$ cat src/rtl/ndsch_addsub.sv
// Shared 32-bit adder/subtractor used for all window and elapsed-time sums.
module ndsch_addsub (
    input  logic [31:0] a,
    input  logic [31:0] b,
    input  logic        sub,
    output logic [31:0] sum
);

    // Subtract as a plus the two's complement of b; everything wraps modulo 2^32.
    always_comb
    begin
        sum = a + (sub ? ~b : b) + {31'd0, sub};
    end

endmodule

$ cat config.mk
export PLATFORM = sky130hd
export DESIGN_NAME = ndsch_addsub
export DESIGN_NICKNAME = d
export VERILOG_FILES = /design/src/rtl/ndsch_addsub.sv
export SDC_FILE = /design/constraint.sdc
export NUM_CORES = 1
export LEC_CHECK = 0
export BUFFER_PORTS_ARGS = -buffer_cell sky130_fd_sc_hd__buf_2
export CAP_MARGIN = 15
export CORE_UTILIZATION = 52
export DETAILED_ROUTE_END_ITERATION = 12
export PLACE_DENSITY = 0.86
export SLEW_MARGIN = 20
export SYNTH_ARGS = -nofsm -noshare
export SYNTH_HDL_FRONTEND = slang
export SYNTH_SLANG_ARGS = --single-unit
$ cat constraint.sdc
create_clock -name vclk -period 4.94
set_clock_uncertainty 0.1 [all_clocks]
set_input_delay 0.988 -clock vclk [all_inputs]
set_output_delay 0.988 -clock vclk [all_outputs]
set_load 0.1 [all_outputs]
==> results.sh <==
export IMPL_dpl_cell_area_um2=3520
export IMPL_syn_inst=329
export IMPL_rsz0062_at_grt="no"
export IMPL_ant_nets=0
export IMPL_yosysUniqueCellTypes=57
export IMPL_grt_first_pass_wirelength_um=11490
export IMPL_p_leak_uw=0.001650
export IMPL_path_cells="buf_2 > buf_4 > mux2i_4 > fa_1 > nor2b_1 > o21bai_1 > a211oi_1 > o311a_1 > o21ai_0 > a211oi_4 > buf_12"
export IMPL_antenna_found_initial=0
export IMPL_peakVddDrop_v=0.0003655
export IMPL_n_antenna_cell=0
export IMPL_netlist_area_leader_share_pct=17.60
export IMPL_drive_gt1_share_pct=34.05
export IMPL_finalPower_uw=1563
export IMPL_switching_share_pct=66.39
export IMPL_worst_pin_slew_ps=706.6
export IMPL_ys_warn_count=0
export IMPL_die_x_um=69.17
export IMPL_drv_cap=0
export IMPL_die_area_um2=4784
export IMPL_synthToLayoutAreaGrowth_pct=50.35
export IMPL_arrival_ps=3690
export IMPL_drtPass1Iterations=7
export IMPL_vias_per_cell=5.837
export IMPL_avgSynthCellArea_um2=7.131
export IMPL_grt_max_degree=14
export IMPL_power_frac_clock_pct=0
export IMPL_status="completed"
export IMPL_power_switching_uw=1038
export IMPL_track_usage_pct=27.49
export IMPL_num_rows=24
export IMPL_finalInstanceArea_um2=3527
export IMPL_syn_cell_area_um2=2346
export IMPL_place_congestion=0.8852
export IMPL_slowest_stage="a211oi_1"
export IMPL_path_max_fanout=13
export IMPL_portBuffers=97
export IMPL_die_h_um=69.17
export IMPL_holdCritPathClass="in2out"
export IMPL_seq_power_share_pct=0
export IMPL_io_pins=97
export IMPL_seq_cells=0
export IMPL_power_density_nw_per_um2=443.3
export IMPL_initial_core_util_pct=53.88
export IMPL_overflow=0
export IMPL_slew_limit_headroom_pct=52.49
export IMPL_wirelength_um=6708
export IMPL_hpwlAfterDp_um=5801
export IMPL_fin_crit_sh_pct=96.74
export IMPL_ys_seq_area_share_pct=0
export IMPL_hold_viol=0
export IMPL_p_comb_share_pct=100.0
export IMPL_register_area_um2=0
export IMPL_period_needed_ps=4779
export IMPL_grt_pass1_vias=2657
export IMPL_fin_util_pct=81.01
export IMPL_wl_per_cell_um=14.21
export IMPL_slew_viol_final=0
export IMPL_remaining_drc_errors=0
export IMPL_end_kind="primary output"
export IMPL_fin_setup_tns_ps=0
export IMPL_syn_num_nets=428
export IMPL_path_class="in2out"
export IMPL_nClkBuffers=0
export IMPL_start_kind="primary input"
export IMPL_ys_top_cells_by_count="nand2_1 (39), xor2_1 (39), ha_1 (33)"
export IMPL_synth_area_top_cells="ha_1 (18%), xor2_1 (15%), xnor2_1 (7.5%)"
export IMPL_yosys_area_top_type="ha_1"
export IMPL_p_int_uw=525.5
export IMPL_fin_nets=521
export IMPL_vias=2755
export IMPL_drt_iter0_markers=212
export IMPL_fmax_mhz=209.3
export IMPL_critPathMaxStageDelay_ps=440
export IMPL_finalSetupViolCount=0
export IMPL_worstPathRequired_ps=3850
export IMPL_core_area_um2=4354
-- logic make-up (layout without fill, tap and decap cells) --
kind of cell,after synthesis,after routing,synth area share [%]
multiplexers,2,2,1.387
XOR/XNOR,59,59,22.03
buffers and inverters,23,114,4.320
AO/OA/AOI/OAI,104,104,32.43
adder cells (fa/ha/maj),34,34,18.45
AND/OR/NAND/NOR,107,107,21.39
-- placed cells by master (no fill, tap or decap), types with 10 or more instances in the layout --
master   instances
xor2_1          33
o21ai_0         19
ha_1            33
nand2_1         39
xnor2_2         10
inv_1           12
buf_12          25
nor2_1          26
a21oi_1         29
buf_2           73
-- what timing repair did --
action	in CTS	in global routing
hold buffers	0	0
endpoints found under the setup margin	0	2
resized for setup	0	2
buffers inserted	0	0
-- metal layers --
metal	wire length, um	global-route usage (%)	up-vias
li1	-	-	1381
met1	3050	37.88	1250
met2	3191	48.65	118
met3	416	1.754	6
met4	49	2.268	0
met5	0	0	-
-- worst max-delay path, delay by kind of cell --
family	cells	cell delay (ps)
buffers and inverters	3	690
multiplexers	1	120
AND/OR/NAND/NOR	1	180
adder cells (fa/ha/maj)	1	410
AO/OA/AOI/OAI	5	1280
-- path summary, 6_finish.rpt --
check | start | to | slack, ps | depth (start not counted)
max | sub | sum[28] | 160 | 11
min | a[0] | sum[0] | 2350 | 3
-- power by group through the flow --
stage          Clock [uW]  Combinational (uW)  Sequential, uW
6_report                0                1560               0
3_5_place_dp            0                1560               0
3_3_place_gp            0                1540               0
2_1_floorplan           0                1120               0
5_1_grt                 0                1620               0
4_1_cts                 0                1560               0
-- per-stage QoR --
step / std cells / hold slack [ps] / worst slack [ps]
after global placement: 472 / 2348 / 191.9
final: 472 / 2354 / 161.2
after floorplan: 329 / 2317 / -564.9
after CTS: 472 / 2359 / 96.80
after detailed placement: 472 / 2361 / 118.8
after global routing: 472 / 2365 / 20.82
-- final cells by class --
| class | count | area [um^2] |
|---|---|---|
| inverter | 12 | 45.04 |
| tap | 52 | 65.06 |
| timing repair buffer | 102 | 895.9 |
| fill | 266 | 827.0 |
| multi-input combinational | 306 | 2521 |
Note: power is estimated with default switching activity, not from simulation.
