--- src/rtl/ndsch_ramp_div.sv ---
// Serial restoring divider for the fade ramp: level = min(elapsed * full / divisor, full).
module ndsch_ramp_div #(
    parameter int FRAC_BITS = 8
) (
    input  logic                 clk,
    input  logic                 rst_n,
    input  logic                 start,
    input  logic [31:0]          elapsed,
    input  logic [16:0]          divisor,
    output logic                 busy,
    output logic                 done,
    output logic [FRAC_BITS:0]   level
);

    localparam int CW = $clog2(FRAC_BITS + 1);

    typedef enum logic {
        D_IDLE,
        D_RUN
    } div_state_t;

    div_state_t             state_reg;
    logic [16:0]            rem_reg;
    logic [16:0]            div_reg;
    logic [FRAC_BITS-1:0]   quo_reg;
    logic [CW-1:0]          cnt_reg;
    logic                   done_reg;
    logic [FRAC_BITS:0]     level_reg;

    logic [17:0]            rem_dbl;
    logic                   ge;
    logic [17:0]            rem_sub;
    logic [FRAC_BITS-1:0]   quo_new;

    // One quotient bit per cycle: shift the remainder and try a subtract.
    always_comb
    begin
        rem_dbl = {rem_reg, 1'b0};
        ge      = rem_dbl >= {1'b0, div_reg};
        rem_sub = rem_dbl - {1'b0, div_reg};
        quo_new = {quo_reg[FRAC_BITS-2:0], ge};
    end

    always_ff @(posedge clk or negedge rst_n)
    begin
        if (!rst_n)
        begin
            state_reg <= D_IDLE;
            done_reg  <= 1'b0;
            level_reg <= '0;
            cnt_reg   <= '0;
        end
        else
        begin
            done_reg <= 1'b0;
            case (state_reg)
                D_IDLE:
                begin
                    if (start)
                    begin
                        if (divisor == 17'd0)
                        begin
                            // A zero ramp length gives level zero.
                            level_reg <= '0;
                            done_reg  <= 1'b1;
                        end
                        else if ({15'd0, divisor} <= elapsed)
                        begin
                            // The quotient reaches full, so it is capped there.
                            level_reg <= {1'b1, {FRAC_BITS{1'b0}}};
                            done_reg  <= 1'b1;
                        end
                        else
                        begin
                            rem_reg   <= elapsed[16:0];
                            div_reg   <= divisor;
                            quo_reg   <= '0;
                            cnt_reg   <= CW'(FRAC_BITS);
                            state_reg <= D_RUN;
                        end
                    end
                end
                D_RUN:
                begin
                    rem_reg <= ge ? rem_sub[16:0] : rem_dbl[16:0];
                    quo_reg <= quo_new;
                    cnt_reg <= cnt_reg - CW'(1);
                    if (cnt_reg == CW'(1))
                    begin
                        level_reg <= {1'b0, quo_new};
                        done_reg  <= 1'b1;
                        state_reg <= D_IDLE;
                    end
                end
                default:
                begin
                    state_reg <= D_IDLE;
                end
            endcase
        end
    end

    assign busy  = (state_reg == D_RUN);
    assign done  = done_reg;
    assign level = level_reg;

endmodule

--- config.mk ---
export PLATFORM = sky130hd
export DESIGN_NAME = ndsch_ramp_div
export DESIGN_NICKNAME = d
export VERILOG_FILES = /design/src/rtl/ndsch_ramp_div.sv
export SDC_FILE = /design/constraint.sdc
export NUM_CORES = 1
export LEC_CHECK = 0
export BUFFER_PORTS_ARGS = -buffer_cell sky130_fd_sc_hd__buf_2
export CORE_MARGIN = 3
export CORE_UTILIZATION = 61
export DETAILED_ROUTE_END_ITERATION = 10
export GPL_TIMING_DRIVEN = 0
export PLACE_DENSITY_LB_ADDON = 0.12
export RECOVER_POWER = 50
export SLEW_MARGIN = 10
export SYNTH_ARGS = -nofsm -noshare
export SYNTH_HDL_FRONTEND = slang
export SYNTH_SLANG_ARGS = --single-unit
--- constraint.sdc ---
create_clock -name clk -period 5.45 [get_ports clk]
set_clock_uncertainty 0.05 [all_clocks]
set_input_delay 1.09 -clock clk [delete_from_list [all_inputs] [get_ports clk]]
set_output_delay 1.09 -clock clk [all_outputs]
set_load 0.01 [all_outputs]
==> results of run 1 <==
==> where the power goes <==
group	total, uW	leakage [uW]	internal, uW	switching [uW]
clock network	243	0.0000495	94.6	148
registers	458	0.000573	457	0.366
logic	67.9	0.00120	28.8	39.1
total	768	0.00182	581	188
==> cells in the mapped netlist (all sizes together) (3+ instances only) <==
cell    instances
clkbuf          5
o211ai          6
nand2          23
nand3           5
a21o            3
dfrtp          15
nand4           7
and3            4
and2            7
inv            44
o31ai           5
a22o            6
edfxtp         41
xor2            4
or3             3
mux2i           7
nor3            7
nand2b          5
o21a            6
nor2           25
nor4           11
o21ai          18
a21oi          33
nor2b           4
xnor2           9
ha             36
buf             3
==> metal layers <==
layer  GRT usage  part of all wire  routed length [microns]  vias up
li1            -                 -                        -     1489
met1      0.3674              0.43                     3971     1500
met2      0.4382              0.48                     4437      111
met3     0.02863             0.060                      555       22
met4     0.09503             0.029                      265        0
met5           0                 0                        0        -
==> tightest hold or removal path, stage by stage, from the launching register on <==
cell and delay [ns]:
edfxtp_1 0.34, nand3_1 0.07, o21ai_0 0.07
==> area by class of cell <==
| class | instances | area [sq um] | area share |
|---|---|---|---|
| multi-input cells | 259 | 1868 | 0.4513 |
| flip-flops and latches | 56 | 1607 | 0.3881 |
| repair buffers | 62 | 274.0 | 0.06620 |
| inverters | 45 | 168.9 | 0.04081 |
| well taps | 72 | 90.09 | 0.02177 |
| clock buffers | 5 | 68.82 | 0.01663 |
| plain buffers | 8 | 38.79 | 0.009371 |
| clock inverters | 3 | 23.77 | 0.005744 |
==> metrics by stage <==
stage	instances	total power [uW]	hold slack, ns
floorplan	368	498.0	0.4046
detailed placement	502	535.5	0.4356
global placement	502	532.6	0.4155
CTS	510	769.5	0.4631
finish	510	768.3	0.4653
global route	510	792.7	0.4930
==> cells by family (layout without fill, tap and decap cells) <==
kind of cell | Yosys count | after routing
AND/OR/NAND/NOR | 106 | 106
AO/OA/AOI/OAI | 95 | 95
flip-flops | 56 | 56
buffers and inverters | 53 | 123
adder cells (fa/ha/maj) | 37 | 37
XOR/XNOR | 13 | 13
multiplexers | 8 | 8
==> final timing paths <==
path,end,slack [ns],cells past startpoint
max in group asynchronous,level[2],4.02,1
min in group asynchronous,done,0.80,1
worst min register to register,level[7],0.47,2
worst max register to register,rem_reg[9],1.88,8
worst max-delay path,rem_reg[4],1.56,9
worst min-delay path,level[7],0.47,2
==> out/metrics.cfg, run 1 <==
[placed_design]
dp_hpwl_microns=6934
pre_cts_slack_ns=1.234
dpl-instance-area_sq_mm=0.004108
gp_congestion=0.8621
io_buffers=62

[timing]
relSlewSlack=-0.008288
min_period_over_period=0.7136
drv_slew=1
hold_violations=0
timing.setup.tns_ns=0
tightestPinTransition_ns=1.500
setup_viol=0
min_period_ns=3.889
rsz0062_at_grt=false
fin_ws_ns=1.561
fmax_ghz=0.2571

[floorplan]
die-area_sq_mm=0.007049
io-pin-count=63
coreArea_sq_mm=0.005709
die_w_microns=83.96
fp.dieH_microns=83.96
fp-row-count=27
initial_core_util=0.6494

[setup_path]
setup.worst_path.start=elapsed[13]
worstSetupStartpointType=input port
r2r_start=rem_reg[1]
path_buf_inv=2
arrival_ns=3.78
cp_data_required_time_ns=5.34
path_delay_family=compound AO/OA/AOI/OAI gates
crit_path_max_incr_delay_ns=0.91
endpoint_kind=flip-flop
cp_max_fo=24
crit_type=in2reg
critPathSlowestCell=o21a_1
crit_chain=buf_2 -> inv_1 -> ha_1 -> nand4_1 -> nor4_1 -> o21ai_0 -> nand4b_1 -> and3_1 -> o21a_1

[layout]
final_cell_mix=44 x inv_1, 41 x edfxtp_1, 36 x ha_1, 35 x clkbuf_1, 34 x buf_2
syn_to_final_growth_pct=11.64
stdcell_area_sq_mm=0.004139
fin_util=0.7250
fill_cells=448
num_antenna_cells=0
layout-drive-gt1-share=0.1256
final_common_cell=inv_1
nNetsFinal=526

[pwr]
power_leakage_uw=0.001822
powerDensity_mw_per_mm2=185.6
irDropWorstVdd_uv=152.6

[global_routing]
grt_start_max_net_pins=25
gr-total-overflow=0
grt_pass1_vias=3168
grt_usage=0.2667
grt_pass1_wl_microns=15100
antenna_found_initial=0

[logic_synthesis]
syn_area_sq_mm=0.003707
netlist.area_leader.share=0.3321
yosys.area_share.simple=0.1515
synth.distinct_cells=58
syn-num-nets=457
synthArstFlopShare=0.2679
synth_warnings=0
synthMuxAreaShare=0.02194
syn_inst=368
yosysTopAreaCell=edfxtp_1
synth_xor_area_frac=0.03071
synth_top_family_by_area=compound AO/OA/AOI/OAI gates
synth_compound_area_frac=0.1775
ys_seq_area_frac=0.4333
ys_seq_elements=56
synth_fa_ha_area_frac=0.1269
yosys-top-cells-area=edfxtp_1 33%, ha_1 12%, dfrtp_1 10%
synth-main-ff-cell=edfxtp_1
synth_edf_count=41
postSynthAreaPerCell_sq_um=10.07

[detailed_routing]
first_pass_iters=4
drt_iter0_drc=211
via_count=3122
avgRoutedWirePerCell_microns=18.10
drt_wl_total_microns=9229
drc=0
viasPerCell=6.122
ant_nets=0

[run]
drv_cap=1

[clocking]
postCtsHoldBufs=0
clk_pin_slew_ns=0.11
htree_levels=2
clock-sinks=56
cts_buffers=5
cts_resized=0
cts_tree=built
clock_latency_ns=0.32
clock_path_buffers=2
root_buffer=clkbuf_8
cts_setup_buffers=0

[outcome]
status=finished, violations left
failed_checks=capacitance limit, slew limit

[worst_hold_path]
min_from=quo_reg[6]
min-delay-path-class=reg2reg

Power figures use the tool's default switching activity.
==> inputs of run 2 (changes only) <==
CORE_UTILIZATION = 51   (was 61)
clock period = 3.2 ns   (was 5.45 ns; I/O delays follow)
==> run 2 against run 1 <==
- the flow now finishes without violations
- sequential power rose by 70%
- critical path depth fell by 1
- non-clock buffer count did not move
- sequential share of layout area fell by 0.67 points
- total power rose by 72%
- setup slack got worse by 1.4 ns
- die area rose by 18%
- register-to-register slack got worse by 1.5 ns
- flip-flop and latch count did not move
- clock power rose by 75%
- worst hold slack got worse by 0.11 ns
- first-iteration DRC count fell by 54%
- largest power group unchanged
==> out/metrics.cfg, run 2 (synthesis gave the netlist of run 1 again) <==
[setup_path]
reg2reg_depth=9
worstSetupStartpointType=input port
r2r_end=rem_reg[11]
crit_cells=8
crit_type=in2reg
cp_data_required_time_ns=3.13
crit_path_max_incr_delay_ns=0.52
crit_chain=clkbuf_1 -> ha_1 -> nand4_1 -> nor4_1 -> o21ai_0 -> nand4b_1 -> and3_1 -> o21a_4
path_delay_family=simple AND/OR/NAND/NOR gates
setup.worst_path.end=rem_reg[0]
path_buf_inv=1
r2r_start=div_reg[0]
arrival_ns=2.97
critPathSlowestCell=nor4_1
setup.worst_path.start=divisor[13]
r2r_setup_slack_ns=0.33
endpoint_kind=flip-flop
cp_max_fo=24

[global_routing]
grt_usage=0.2218
grt_pass1_vias=3050
gr-total-overflow=0
antenna_found_initial=0
grt_start_max_net_pins=25
grt_pass1_wl_microns=14750

[detailed_routing]
drt_iter0_drc=98
viasPerCell=5.627
ant_nets=0
drc=0
drt_wl_total_microns=8942
via_count=3005
avgRoutedWirePerCell_microns=16.75
first_pass_iters=4

[layout]
layout-drive-gt1-share=0.1370
final_cell_mix=44 x inv_1, 41 x edfxtp_1, 36 x ha_1, 34 x buf_2, 34 x clkbuf_1
final_common_cell=inv_1
num_antenna_cells=0
stdcell_area_sq_mm=0.004212
syn_to_final_growth_pct=13.60
nNetsFinal=526

[pwr]
irDropWorstVdd_uv=185.5
powerDensity_mw_per_mm2=313.8
fin_total_pwr_uw=1322
power_leakage_uw=0.001830

[floorplan]
die_w_microns=91.26
io-pin-count=63
fp-row-count=30
fp.dieH_microns=91.26
die-area_sq_mm=0.008328
initial_core_util=0.5368
coreArea_sq_mm=0.006907

[placed_design]
dpl-instance-area_sq_mm=0.004138
gp_congestion=0.8893
pre_cts_slack_ns=-0.7183
io_buffers=62
dp_hpwl_microns=6890

[clocking]
root_buffer=clkbuf_8
clock_path_buffers=2
clock_latency_ns=0.32
clk_pin_slew_ns=0.12
cts_buffers=5
htree_levels=2
cts_tree=built
clock-sinks=56

[timing]
fin_ws_ns=0.1672
drv_slew=0
rsz0062_at_grt=false
setup_viol=0
timing.setup.tns_ns=0
tightestPinTransition_ns=1.065
min_period_ns=3.033
min_period_over_period=0.9478
relSlewSlack=0.2883
fmax_ghz=0.3297
hold_violations=0

[worst_hold_path]
min-delay-path-class=in2async

[run]
drv_cap=0

[outcome]
status=complete, no violations

run 2: cell count changes in the layout (fill, tap and decap cells not counted), sizes merged:
cell,previous run,this run
buf,35,36
clkbuf,40,39
run 2: per-layer routing:
metal,vias to the layer above,share of wire,track usage,wire length [microns]
met4,0,0.015,0.07538,133
met3,6,0.043,0.02486,388
li1,1483,-,-,-
met2,68,0.48,0.3605,4287
met1,1448,0.46,0.3083,4132
met5,-,0,0,0
run 2: worst reg2reg max path: cells and delay by family (launching register included):
family	cells	cell delay [ns]
buf+inv	2	0.34
simple gates	1	0.25
fa+ha+maj	1	0.43
flops	1	0.47
mux	1	0.24
compound gates	4	0.81
run 2: stage by stage:
stage          utilization  hold slack (ns)  instances
6_report            0.6098           0.3562        534
5_1_grt             0.6098           0.3884        534
4_1_cts             0.6136           0.1542        534
3_5_place_dp        0.5991           0.4353        526
3_3_place_gp        0.5991           0.4361        526
2_1_floorplan            -           0.2944        368
run 2: final cells by class:
class / instances / area [sq um]
Clock inverter: 3 / 28.78
Tap cell: 96 / 120.1
Buffer: 8 / 46.29
Multi-Input combinational cell: 259 / 1898
Inverter: 45 / 168.9
Timing Repair Buffer: 62 / 274.0
Clock buffer: 5 / 68.82
Fill cell: 651 / 2695
Sequential cell: 56 / 1607
run 2: worst min-delay path by stage:
stage                     to  cells after the start
floorplan               busy                      0
global placement    level[6]                      1
detailed placement  level[5]                      1
CTS                     done                      1
global route            done                      1
finish                  done                      1
run 2: report_power, final:
part	switching (uW)	total (uW)	internal [uW]	leakage [uW]
combinational	67.4	116	48.9	0.00121
clock	260	426	166	0.0000511
sequential	0.568	779	779	0.000573
run 2: what timing repair did:
action / 4_1_cts / 5_1_grt
pin swaps: 0 / 0
resized for setup: 2 / 2
buffers inserted: 0 / 0
setup endpoints to repair: 41 / 41
hold buffers: 0 / 0
